## src/hdl/gwtu_pkg.sv

```systemverilog
`timescale 1ns / 1ps
// Constants, types and helper functions shared by the GPS-to-UTC calendar converter.
package gwtu_pkg;

	localparam int PIPE_STAGES = 9;

	localparam logic [29:0] TOW_MAX = 30'd604799999;

	// Divide by 1000 as a shift by three, then a reciprocal multiply for 125.
	localparam logic [27:0] RECIP_125 = 28'd137438954;
	localparam int SHIFT_125 = 34;

	localparam logic [19:0] SECS_PER_DAY = 20'd86400;
	localparam logic [12:0] RECIP_675 = 13'd6214;
	localparam int SHIFT_675 = 22;

	// 1970-01-01 sits at day 3657 before the GPS epoch; one day is lent to absorb leap seconds.
	localparam logic [20:0] CIVIL_DAY_BASE = 21'd723124;

	localparam logic [20:0] ERA_DAYS = 21'd146097;

	localparam logic [12:0] RECIP_225 = 13'd4661;
	localparam int SHIFT_225 = 20;
	localparam logic [10:0] RECIP_15 = 11'd1093;
	localparam int SHIFT_15 = 14;

	localparam logic [15:0] RECIP_365_A = 16'd45965;
	localparam int SHIFT_365_A = 24;
	localparam logic [17:0] RECIP_365_B = 18'd183860;
	localparam int SHIFT_365_B = 26;
	localparam logic [17:0] YEARS4_DAYS = 18'd36524;
	localparam logic [17:0] LAST_ERA_DAY = 18'd146096;

	localparam logic [10:0] RECIP_153 = 11'd1714;
	localparam int SHIFT_153 = 18;

	typedef struct packed {
		logic [PIPE_STAGES-1:0] en;
		logic [PIPE_STAGES-1:0] vld;
	} gwtu_pipe_t;

	// Day of the March-based year on which each month begins.
	function automatic logic [8:0] month_start(input logic [3:0] mp);
		logic [8:0] r;
		case (mp)
			4'd0: r = 9'd0;
			4'd1: r = 9'd31;
			4'd2: r = 9'd61;
			4'd3: r = 9'd92;
			4'd4: r = 9'd122;
			4'd5: r = 9'd153;
			4'd6: r = 9'd184;
			4'd7: r = 9'd214;
			4'd8: r = 9'd245;
			4'd9: r = 9'd275;
			4'd10: r = 9'd306;
			4'd11: r = 9'd337;
			default: r = 9'd0;
		endcase
		return r;
	endfunction

endpackage

```

## src/hdl/gwtu_if.sv

```systemverilog
`timescale 1ns / 1ps
// Request channels for GPS time stamps in and UTC calendar results out.
interface gwtu_stamp_if;
	logic        valid;
	logic        ready;
	logic [15:0] week_number;
	logic [29:0] time_of_week_ms;
	logic [7:0]  leap_second_count;

	modport source(output valid, week_number, time_of_week_ms, leap_second_count, input ready);
	modport sink(input valid, week_number, time_of_week_ms, leap_second_count, output ready);
endinterface

interface gwtu_cal_if;
	logic        valid;
	logic        ready;
	logic [11:0] year;
	logic [3:0]  month;
	logic [4:0]  day_of_month;
	logic [4:0]  hour;
	logic [5:0]  minute;
	logic [5:0]  second;
	logic [9:0]  millisecond;

	modport source(output valid, year, month, day_of_month, hour, minute, second, millisecond,
		input ready);
	modport sink(input valid, year, month, day_of_month, hour, minute, second, millisecond,
		output ready);
endinterface

```

## src/hdl/gwtu_pipe_ctrl.sv

```systemverilog
`timescale 1ns / 1ps
// Valid tracking and per-stage load enables for the converter pipeline.
module gwtu_pipe_ctrl (
	input  logic                clk,
	input  logic                arst_n,
	input  logic                in_valid,
	output logic                in_ready,
	input  logic                out_ready,
	output gwtu_pkg::gwtu_pipe_t ctrl
);

	localparam int N = gwtu_pkg::PIPE_STAGES;

	logic [N-1:0] vld_q;
	logic [N-1:0] en;

	// A stage loads when it is empty or its contents move on in the same cycle.
	always_comb begin
		en[N-1] = ~vld_q[N-1] | out_ready;
		for (int i = N - 2; i >= 0; i--) begin
			en[i] = ~vld_q[i] | en[i+1];
		end
	end

	always_ff @(posedge clk or negedge arst_n) begin
		if (!arst_n) begin
			vld_q <= '0;
		end else begin
			if (en[0]) begin
				vld_q[0] <= in_valid;
			end
			for (int i = 1; i < N; i++) begin
				if (en[i]) begin
					vld_q[i] <= vld_q[i-1];
				end
			end
		end
	end

	assign in_ready = en[0];
	assign ctrl     = {en, vld_q};

endmodule

```

## src/hdl/gps_week_tow_to_utc_calendar_core.sv

```systemverilog
`timescale 1ns / 1ps
// Top level: GPS week and time of week to broken-down UTC calendar date and time.
// An accepted request flows from the stage 1 register to the stage 9 output register.
// One request per cycle unless the output stalls; most stages hold multiplies by constants.
// Output stalls hold full stages with no bubble after them; bubbles fill and no request is lost.
// Reset (arst_n low) empties the pipeline at once; data registers are not reset.
module gps_week_tow_to_utc_calendar_core (
	input  logic          clk,
	input  logic          arst_n,
	gwtu_stamp_if.sink    stamp,
	gwtu_cal_if.source    calendar
);

	gwtu_pkg::gwtu_pipe_t ctrl;

	gwtu_pipe_ctrl u_ctrl (
		.clk      (clk),
		.arst_n   (arst_n),
		.in_valid (stamp.valid),
		.in_ready (stamp.ready),
		.out_ready(calendar.ready),
		.ctrl     (ctrl)
	);

	// Stage 1: saturate and split off whole seconds.
	logic [29:0] tow_sat;
	logic [54:0] sec_prod;
	logic [29:0] tow_s1;
	logic [19:0] tsec_s1;
	logic [7:0]  leap_s1;
	logic [15:0] week_s1;

	assign tow_sat  = (stamp.time_of_week_ms > gwtu_pkg::TOW_MAX) ? gwtu_pkg::TOW_MAX
		: stamp.time_of_week_ms;
	assign sec_prod = 55'(tow_sat[29:3]) * 55'(gwtu_pkg::RECIP_125);

	always_ff @(posedge clk) begin
		if (ctrl.en[0]) begin
			tow_s1  <= tow_sat;
			tsec_s1 <= sec_prod[gwtu_pkg::SHIFT_125 +: 20];
			leap_s1 <= stamp.leap_second_count;
			week_s1 <= stamp.week_number;
		end
	end

	// Stage 2: millisecond remainder, seconds since the day before the week, day of week.
	logic [29:0] tsec_x1000;
	logic [19:0] sow;
	logic [25:0] dayw_prod;
	logic [9:0]  ms_s2;
	logic [19:0] sow_s2;
	logic [2:0]  dayw_s2;
	logic [15:0] week_s2;

	assign tsec_x1000 = {tsec_s1, 10'd0} - {6'd0, tsec_s1, 4'd0} - {7'd0, tsec_s1, 3'd0};
	assign sow        = tsec_s1 + gwtu_pkg::SECS_PER_DAY - 20'(leap_s1);
	assign dayw_prod  = 26'(sow[19:7]) * 26'(gwtu_pkg::RECIP_675);

	always_ff @(posedge clk) begin
		if (ctrl.en[1]) begin
			ms_s2   <= 10'(tow_s1 - tsec_x1000);
			sow_s2  <= sow;
			dayw_s2 <= dayw_prod[gwtu_pkg::SHIFT_675 +: 3];
			week_s2 <= week_s1;
		end
	end

	// Stage 3: time of day and day number shifted to the start of a March-based era.
	logic [19:0] dayw_secs;
	logic [20:0] week_days;
	logic [9:0]  ms_s3;
	logic [16:0] tod_s3;
	logic [20:0] z_s3;

	assign dayw_secs = 20'(dayw_s2) * gwtu_pkg::SECS_PER_DAY;
	assign week_days = {2'd0, week_s2, 3'd0} - {5'd0, week_s2};

	always_ff @(posedge clk) begin
		if (ctrl.en[2]) begin
			ms_s3  <= ms_s2;
			tod_s3 <= 17'(sow_s2 - dayw_secs);
			z_s3   <= week_days + 21'(dayw_s2) + gwtu_pkg::CIVIL_DAY_BASE;
		end
	end

	// Stage 4: 400-year era and day of era; hour of day.
	logic [2:0]  era_cnt;
	logic [3:0]  era;
	logic [20:0] era_base;
	logic [25:0] hr_prod;
	logic [9:0]  ms_s4;
	logic [16:0] tod_s4;
	logic [3:0]  era_s4;
	logic [17:0] doe_s4;
	logic [4:0]  hr_s4;

	// Day numbers here only span eras four to eight.
	always_comb begin
		era_cnt = 3'(z_s3 >= 5 * gwtu_pkg::ERA_DAYS) + 3'(z_s3 >= 6 * gwtu_pkg::ERA_DAYS)
			+ 3'(z_s3 >= 7 * gwtu_pkg::ERA_DAYS) + 3'(z_s3 >= 8 * gwtu_pkg::ERA_DAYS);
		era      = 4'd4 + 4'(era_cnt);
		era_base = 21'(era) * gwtu_pkg::ERA_DAYS;
	end

	assign hr_prod = 26'(tod_s3[16:4]) * 26'(gwtu_pkg::RECIP_225);

	always_ff @(posedge clk) begin
		if (ctrl.en[3]) begin
			ms_s4  <= ms_s3;
			tod_s4 <= tod_s3;
			era_s4 <= era;
			doe_s4 <= 18'(z_s3 - era_base);
			hr_s4  <= hr_prod[gwtu_pkg::SHIFT_225 +: 5];
		end
	end

	// Stage 5: leap-day corrected numerator for the year of era; seconds within the hour.
	logic [31:0] d1460_prod;
	logic [2:0]  c36524;
	logic [17:0] hr_secs;
	logic [9:0]  ms_s5;
	logic [3:0]  era_s5;
	logic [17:0] doe_s5;
	logic [17:0] num_s5;
	logic [4:0]  hr_s5;
	logic [11:0] rem_s5;

	assign d1460_prod = 32'(doe_s4[17:2]) * 32'(gwtu_pkg::RECIP_365_A);
	assign c36524 = 3'(doe_s4 >= gwtu_pkg::YEARS4_DAYS) + 3'(doe_s4 >= 2 * gwtu_pkg::YEARS4_DAYS)
		+ 3'(doe_s4 >= 3 * gwtu_pkg::YEARS4_DAYS) + 3'(doe_s4 >= 4 * gwtu_pkg::YEARS4_DAYS);
	assign hr_secs = 18'(hr_s4) * 18'd3600;

	always_ff @(posedge clk) begin
		if (ctrl.en[4]) begin
			ms_s5  <= ms_s4;
			era_s5 <= era_s4;
			doe_s5 <= doe_s4;
			num_s5 <= doe_s4 - 18'(d1460_prod[gwtu_pkg::SHIFT_365_A +: 8]) + 18'(c36524)
				- 18'(doe_s4 == gwtu_pkg::LAST_ERA_DAY);
			hr_s5  <= hr_s4;
			rem_s5 <= 12'(18'(tod_s4) - hr_secs);
		end
	end

	// Stage 6: year of era; minute of hour.
	logic [35:0] yoe_prod;
	logic [20:0] mn_prod;
	logic [9:0]  ms_s6;
	logic [3:0]  era_s6;
	logic [17:0] doe_s6;
	logic [8:0]  yoe_s6;
	logic [4:0]  hr_s6;
	logic [11:0] rem_s6;
	logic [5:0]  mn_s6;

	assign yoe_prod = 36'(num_s5) * 36'(gwtu_pkg::RECIP_365_B);
	assign mn_prod  = 21'(rem_s5[11:2]) * 21'(gwtu_pkg::RECIP_15);

	always_ff @(posedge clk) begin
		if (ctrl.en[5]) begin
			ms_s6  <= ms_s5;
			era_s6 <= era_s5;
			doe_s6 <= doe_s5;
			yoe_s6 <= yoe_prod[gwtu_pkg::SHIFT_365_B +: 9];
			hr_s6  <= hr_s5;
			rem_s6 <= rem_s5;
			mn_s6  <= mn_prod[gwtu_pkg::SHIFT_15 +: 6];
		end
	end

	// Stage 7: day of the March-based year; second of minute.
	logic [1:0]  c100;
	logic [17:0] year_days;
	logic [9:0]  ms_s7;
	logic [3:0]  era_s7;
	logic [8:0]  yoe_s7;
	logic [8:0]  doy_s7;
	logic [4:0]  hr_s7;
	logic [5:0]  mn_s7;
	logic [5:0]  sec_s7;

	assign c100 = 2'(yoe_s6 >= 9'd100) + 2'(yoe_s6 >= 9'd200) + 2'(yoe_s6 >= 9'd300);
	assign year_days = 18'(yoe_s6) * 18'd365 + 18'(yoe_s6[8:2]) - 18'(c100);

	always_ff @(posedge clk) begin
		if (ctrl.en[6]) begin
			ms_s7  <= ms_s6;
			era_s7 <= era_s6;
			yoe_s7 <= yoe_s6;
			doy_s7 <= 9'(doe_s6 - year_days);
			hr_s7  <= hr_s6;
			mn_s7  <= mn_s6;
			sec_s7 <= 6'(rem_s6 - 12'(mn_s6) * 12'd60);
		end
	end

	// Stage 8: month index counted from March.
	logic [10:0] mp_num;
	logic [21:0] mp_prod;
	logic [9:0]  ms_s8;
	logic [3:0]  era_s8;
	logic [8:0]  yoe_s8;
	logic [8:0]  doy_s8;
	logic [3:0]  mp_s8;
	logic [4:0]  hr_s8;
	logic [5:0]  mn_s8;
	logic [5:0]  sec_s8;

	assign mp_num  = 11'(doy_s7) * 11'd5 + 11'd2;
	assign mp_prod = 22'(mp_num) * 22'(gwtu_pkg::RECIP_153);

	always_ff @(posedge clk) begin
		if (ctrl.en[7]) begin
			ms_s8  <= ms_s7;
			era_s8 <= era_s7;
			yoe_s8 <= yoe_s7;
			doy_s8 <= doy_s7;
			mp_s8  <= mp_prod[gwtu_pkg::SHIFT_153 +: 4];
			hr_s8  <= hr_s7;
			mn_s8  <= mn_s7;
			sec_s8 <= sec_s7;
		end
	end

	// Stage 9: calendar month, day and year; this is the output register.
	logic [3:0]  month;
	logic [11:0] era_years;
	logic [11:0] year_s9;
	logic [3:0]  month_s9;
	logic [4:0]  day_s9;
	logic [4:0]  hr_s9;
	logic [5:0]  mn_s9;
	logic [5:0]  sec_s9;
	logic [9:0]  ms_s9;

	assign month     = (mp_s8 < 4'd10) ? mp_s8 + 4'd3 : mp_s8 - 4'd9;
	assign era_years = {era_s8, 8'd0} + {1'b0, era_s8, 7'd0} + {4'd0, era_s8, 4'd0};

	always_ff @(posedge clk) begin
		if (ctrl.en[8]) begin
			year_s9  <= era_years + 12'(yoe_s8) + 12'(month <= 4'd2);
			month_s9 <= month;
			day_s9   <= 5'(doy_s8 - gwtu_pkg::month_start(mp_s8) + 9'd1);
			hr_s9    <= hr_s8;
			mn_s9    <= mn_s8;
			sec_s9   <= sec_s8;
			ms_s9    <= ms_s8;
		end
	end

	assign calendar.valid        = ctrl.vld[gwtu_pkg::PIPE_STAGES-1];
	assign calendar.year         = year_s9;
	assign calendar.month        = month_s9;
	assign calendar.day_of_month = day_s9;
	assign calendar.hour         = hr_s9;
	assign calendar.minute       = mn_s9;
	assign calendar.second       = sec_s9;
	assign calendar.millisecond  = ms_s9;

endmodule
```

## src/flat_wrapper.sv

```systemverilog
// flat-port wrapper written by rule: the top's interface ports become plain ports
module gps_week_tow_to_utc_calendar_core_flat 
  (clk, arst_n, stamp_valid, stamp_week_number, stamp_time_of_week_ms, stamp_leap_second_count, stamp_ready, calendar_valid, calendar_year, calendar_month, calendar_day_of_month, calendar_hour, calendar_minute, calendar_second, calendar_millisecond, calendar_ready);
  gwtu_stamp_if stamp_i ();
  gwtu_cal_if calendar_i ();
  input  logic clk;
  input  logic arst_n;
  input wire logic [$bits(stamp_i.valid)-1:0] stamp_valid;
  input wire logic [$bits(stamp_i.week_number)-1:0] stamp_week_number;
  input wire logic [$bits(stamp_i.time_of_week_ms)-1:0] stamp_time_of_week_ms;
  input wire logic [$bits(stamp_i.leap_second_count)-1:0] stamp_leap_second_count;
  output wire logic [$bits(stamp_i.ready)-1:0] stamp_ready;
  output wire logic [$bits(calendar_i.valid)-1:0] calendar_valid;
  output wire logic [$bits(calendar_i.year)-1:0] calendar_year;
  output wire logic [$bits(calendar_i.month)-1:0] calendar_month;
  output wire logic [$bits(calendar_i.day_of_month)-1:0] calendar_day_of_month;
  output wire logic [$bits(calendar_i.hour)-1:0] calendar_hour;
  output wire logic [$bits(calendar_i.minute)-1:0] calendar_minute;
  output wire logic [$bits(calendar_i.second)-1:0] calendar_second;
  output wire logic [$bits(calendar_i.millisecond)-1:0] calendar_millisecond;
  input wire logic [$bits(calendar_i.ready)-1:0] calendar_ready;
  assign stamp_i.valid = stamp_valid;
  assign stamp_i.week_number = stamp_week_number;
  assign stamp_i.time_of_week_ms = stamp_time_of_week_ms;
  assign stamp_i.leap_second_count = stamp_leap_second_count;
  assign stamp_ready = stamp_i.ready;
  assign calendar_valid = calendar_i.valid;
  assign calendar_year = calendar_i.year;
  assign calendar_month = calendar_i.month;
  assign calendar_day_of_month = calendar_i.day_of_month;
  assign calendar_hour = calendar_i.hour;
  assign calendar_minute = calendar_i.minute;
  assign calendar_second = calendar_i.second;
  assign calendar_millisecond = calendar_i.millisecond;
  assign calendar_i.ready = calendar_ready;
  gps_week_tow_to_utc_calendar_core u_core (.clk(clk), .arst_n(arst_n), .stamp(stamp_i), .calendar(calendar_i));
endmodule
```

## config.mk

```make
export PLATFORM = sky130hd
export DESIGN_NAME = gps_week_tow_to_utc_calendar_core_flat
export DESIGN_NICKNAME = d
export VERILOG_FILES = /design/src/hdl/gwtu_pkg.sv /design/src/hdl/gwtu_if.sv /design/src/hdl/gwtu_pipe_ctrl.sv /design/src/hdl/gps_week_tow_to_utc_calendar_core.sv /design/src/flat_wrapper.sv
export SDC_FILE = /design/constraint.sdc
export NUM_CORES = 2
export LEC_CHECK = 0
export CAP_MARGIN = 20
export CORE_MARGIN = 10
export CORE_UTILIZATION = 49
export DETAILED_ROUTE_END_ITERATION = 10
export DONT_BUFFER_PORTS = 1
export SLEW_MARGIN = 20
export SYNTH_ARGS = -nofsm -noshare
export SYNTH_HDL_FRONTEND = slang
export SYNTH_SLANG_ARGS = --single-unit
```

## constraint.sdc

```tcl
create_clock -name clk -period 12.85 [get_ports clk]
set_input_delay 2.57 -clock clk [delete_from_list [all_inputs] [get_ports clk]]
set_output_delay 2.57 -clock clk [all_outputs]
set_load 0.02 [all_outputs]
```

==> impl_metrics.env <==
export IMPL_drc_errors=0
export IMPL_clk_insertion_delay_late_ps=630
export IMPL_period_needed_ps=9969
export IMPL_fmax_mhz=100.3
export IMPL_crit_required_ps=13200
export IMPL_use_met3_pct=2.206
export IMPL_yosys_top_cells_count="1134 x ha_1, 1106 x inv_1, 559 x fa_1"
export IMPL_arrival_ps=10320
export IMPL_avgRoutedWirePerCell_um=17.47
export IMPL_post_cts_repair_setup_buffers=0
export IMPL_yosysMostFrequentCell="ha_1"
export IMPL_ctsHoldBuffers=0
export IMPL_grt_pass1_vias=31136
export IMPL_drive_gt1_share_pct=3.460
export IMPL_die_area_um2=116900
export IMPL_yosys_warnings=0
export IMPL_cpMaxStageDelayCell="or4_4"
export IMPL_reg2reg_slack_ps=3040
export IMPL_totalWireLength_mm=102.9
export IMPL_max_stage_delay_ps=550
export IMPL_min_delay_path_class="register to register"
export IMPL_use_met1_pct=24.88
export IMPL_synth_edf_count=450
export IMPL_synth_area_um2=50790
export IMPL_portBuffers=0
export IMPL_hold_ws_ps=402.8
export IMPL_drt_pass1_iter_count=7
export IMPL_vias_per_cell=5.037
export IMPL_start_util_pct=49.22
export IMPL_crit_path_end_kind="register"
export IMPL_setup_tns_final_ps=0
export IMPL_grt_first_pass_wirelength_mm=168.2
export IMPL_root_buffer="clkbuf_16"
export IMPL_maxSlewViolCount=0
export IMPL_core_area_um2=103200
export IMPL_cts_resized=0
export IMPL_synthArstFlopShare_pct=1.940
export IMPL_ioPinCount=108
export IMPL_yosysSeqAreaShare_pct=27.24
export IMPL_tritoncts="done"
export IMPL_synth_fp_nets=6151
export IMPL_grt_ovfl_total=0
export IMPL_ant_nets=0
export IMPL_ys_flop_type="edfxtp_1"
export IMPL_drv_cap=0
export IMPL_num_rows=118
export IMPL_cts_sinks=464
export IMPL_regArea_um2=13840
export IMPL_critPathTopFamily="adder cells"
export IMPL_grtUsageTotal_pct=18.04
export IMPL_dp_slack_ps=2182
export IMPL_area_growth_pct=7.043
export IMPL_synth_top_cell_by_area="ha_1"
export IMPL_status="finished clean"
export IMPL_syn_inst=4400
export IMPL_synth_cell_types=91
export IMPL_grt_use_met2_pct=30.30
export IMPL_final_hold_violation_count=0
export IMPL_hpwl_mm=87.58
export IMPL_place_congestion=0.9143
export IMPL_antenna_found_initial=0
export IMPL_finish_net_count=6216
export IMPL_die_y_um=342.0
export IMPL_fillers=9032
export IMPL_critical_path_startpoint_type="input port"
export IMPL_syn_avg_cell_area_um2=11.54
export IMPL_synth_top_area_share_pct=27.93
export IMPL_multi_input_area_um2=32820
export IMPL_worst_slack_ps=2881
export IMPL_fin_skew_ps=48.27
export IMPL_ctsLongestPathBuffers=3
export IMPL_critPathBufInv=4
export IMPL_crit_fanout=15
export IMPL_vias=29661
export IMPL_fp_dieW_um=342.0
export IMPL_path_common_cell="fa_1"
export IMPL_rsz0062_at_grt="no"
export IMPL_drtIter0Drc=1288
export IMPL_synth_area_leaders="ha_1 28%, edfxtp_1 27%, fa_1 22%, inv_1 8.2%, xnor2_1 2.7%"
export IMPL_crit_type="input port to register"
export IMPL_grt_busiest_layer="met2"
export IMPL_cts_buffers_inserted=54
export IMPL_antenna_cells=0
export IMPL_period_share_pct=77.58
export IMPL_ys_ff_latch=464
export IMPL_grt_max_degree=57
export IMPL_setup_viol_count_final=0
export IMPL_min_path_cells=0
export IMPL_htree_levels=2
export IMPL_clk_pin_slew_ps=60
export IMPL_worstMarginPinSlew_ps=940.0
export IMPL_max_slew_margin_rel_pct=36.77
export IMPL_rr_worst_depth=35
export IMPL_worstSetupPathDepth=26
-- layout by cell type, fill, tap and decap left out, types with 16 or more instances in the layout --
cell and count:
ha_1 1134, inv_1 1105, fa_1 559, edfxtp_1 450
xnor2_1 157, a21oi_1 122, nor2_1 104, nand2_1 90
o21ai_0 69, a21o_1 63, xor2_1 56, clkbuf_16 55
nor3_1 48, nand2b_1 43, nand3_1 33, o21a_1 27
nor2b_1 25, a31oi_1 23, o21bai_1 22, and2_1 20
nand4_1 17, buf_4 16
-- layer usage --
layer  wire length, um  vias up
met5                 0        -
met4              2119        0
met3              3652      108
met2             48640      424
met1             48490    14463
li1                  -    14666
-- per-stage QoR --
stage | utilization, % | instance area, um^2 | cells
2_1_floorplan | - | 50790 | 4400
6_report | 52.68 | 54370 | 5889
3_5_place_dp | 51.02 | 52660 | 5789
5_1_grt | 52.68 | 54370 | 5889
3_3_place_gp | 51.02 | 52650 | 5789
4_1_cts | 52.68 | 54370 | 5889
-- kinds of logic after synthesis --
| logic type | share of synthesized area [%] |
|---|---|
| AO/OA/AOI/OAI | 6.070 |
| XOR/XNOR | 3.737 |
| adder cells (fa/ha/maj) | 49.97 |
| buffers and inverters | 8.232 |
| flip-flops | 27.24 |
| multiplexers | 0.1035 |
| AND/OR/NAND/NOR | 4.648 |
-- sequential cells by signal, summed over array words and instances, names as in the netlist, 16 cells and up, named ones only --
signal	flops
u_core.num_s5	18
u_core.tod_s3	17
u_core.week_s1	16
u_core.tsec_s1	20
u_core.sow_s2	17
u_core.doe_s4	18
u_core.week_s2	16
u_core.z_s3	21
-- final cells by class --
class / count / area share (%)
Inverter: 1107 / 7.642
Sequential cell: 464 / 25.45
Timing Repair Buffer: 16 / 0.2209
Clock inverter: 34 / 0.5293
Multi-Input combinational cell: 2822 / 60.35
Tap cell: 1380 / 3.176
Clock buffer: 66 / 2.626
-- worst paths after layout --
kind / endpoint / from
min: u_core.doe_s6[6] / u_core.doe_s5[6]
max in group asynchronous: u_core.u_ctrl.vld_q[7] / arst_n
max: u_core.tsec_s1[19] / stamp_time_of_week_ms[23]
max reg2reg: u_core.num_s5[17] / u_core.doe_s4[7]
min in group asynchronous: u_core.u_ctrl.vld_q[0] / arst_n
min reg2reg: u_core.doe_s6[6] / u_core.doe_s5[6]
Power is left out: the tool's default activity adds up to more than one toggle a clock period on the data nets, which glitch-free logic cannot reach.
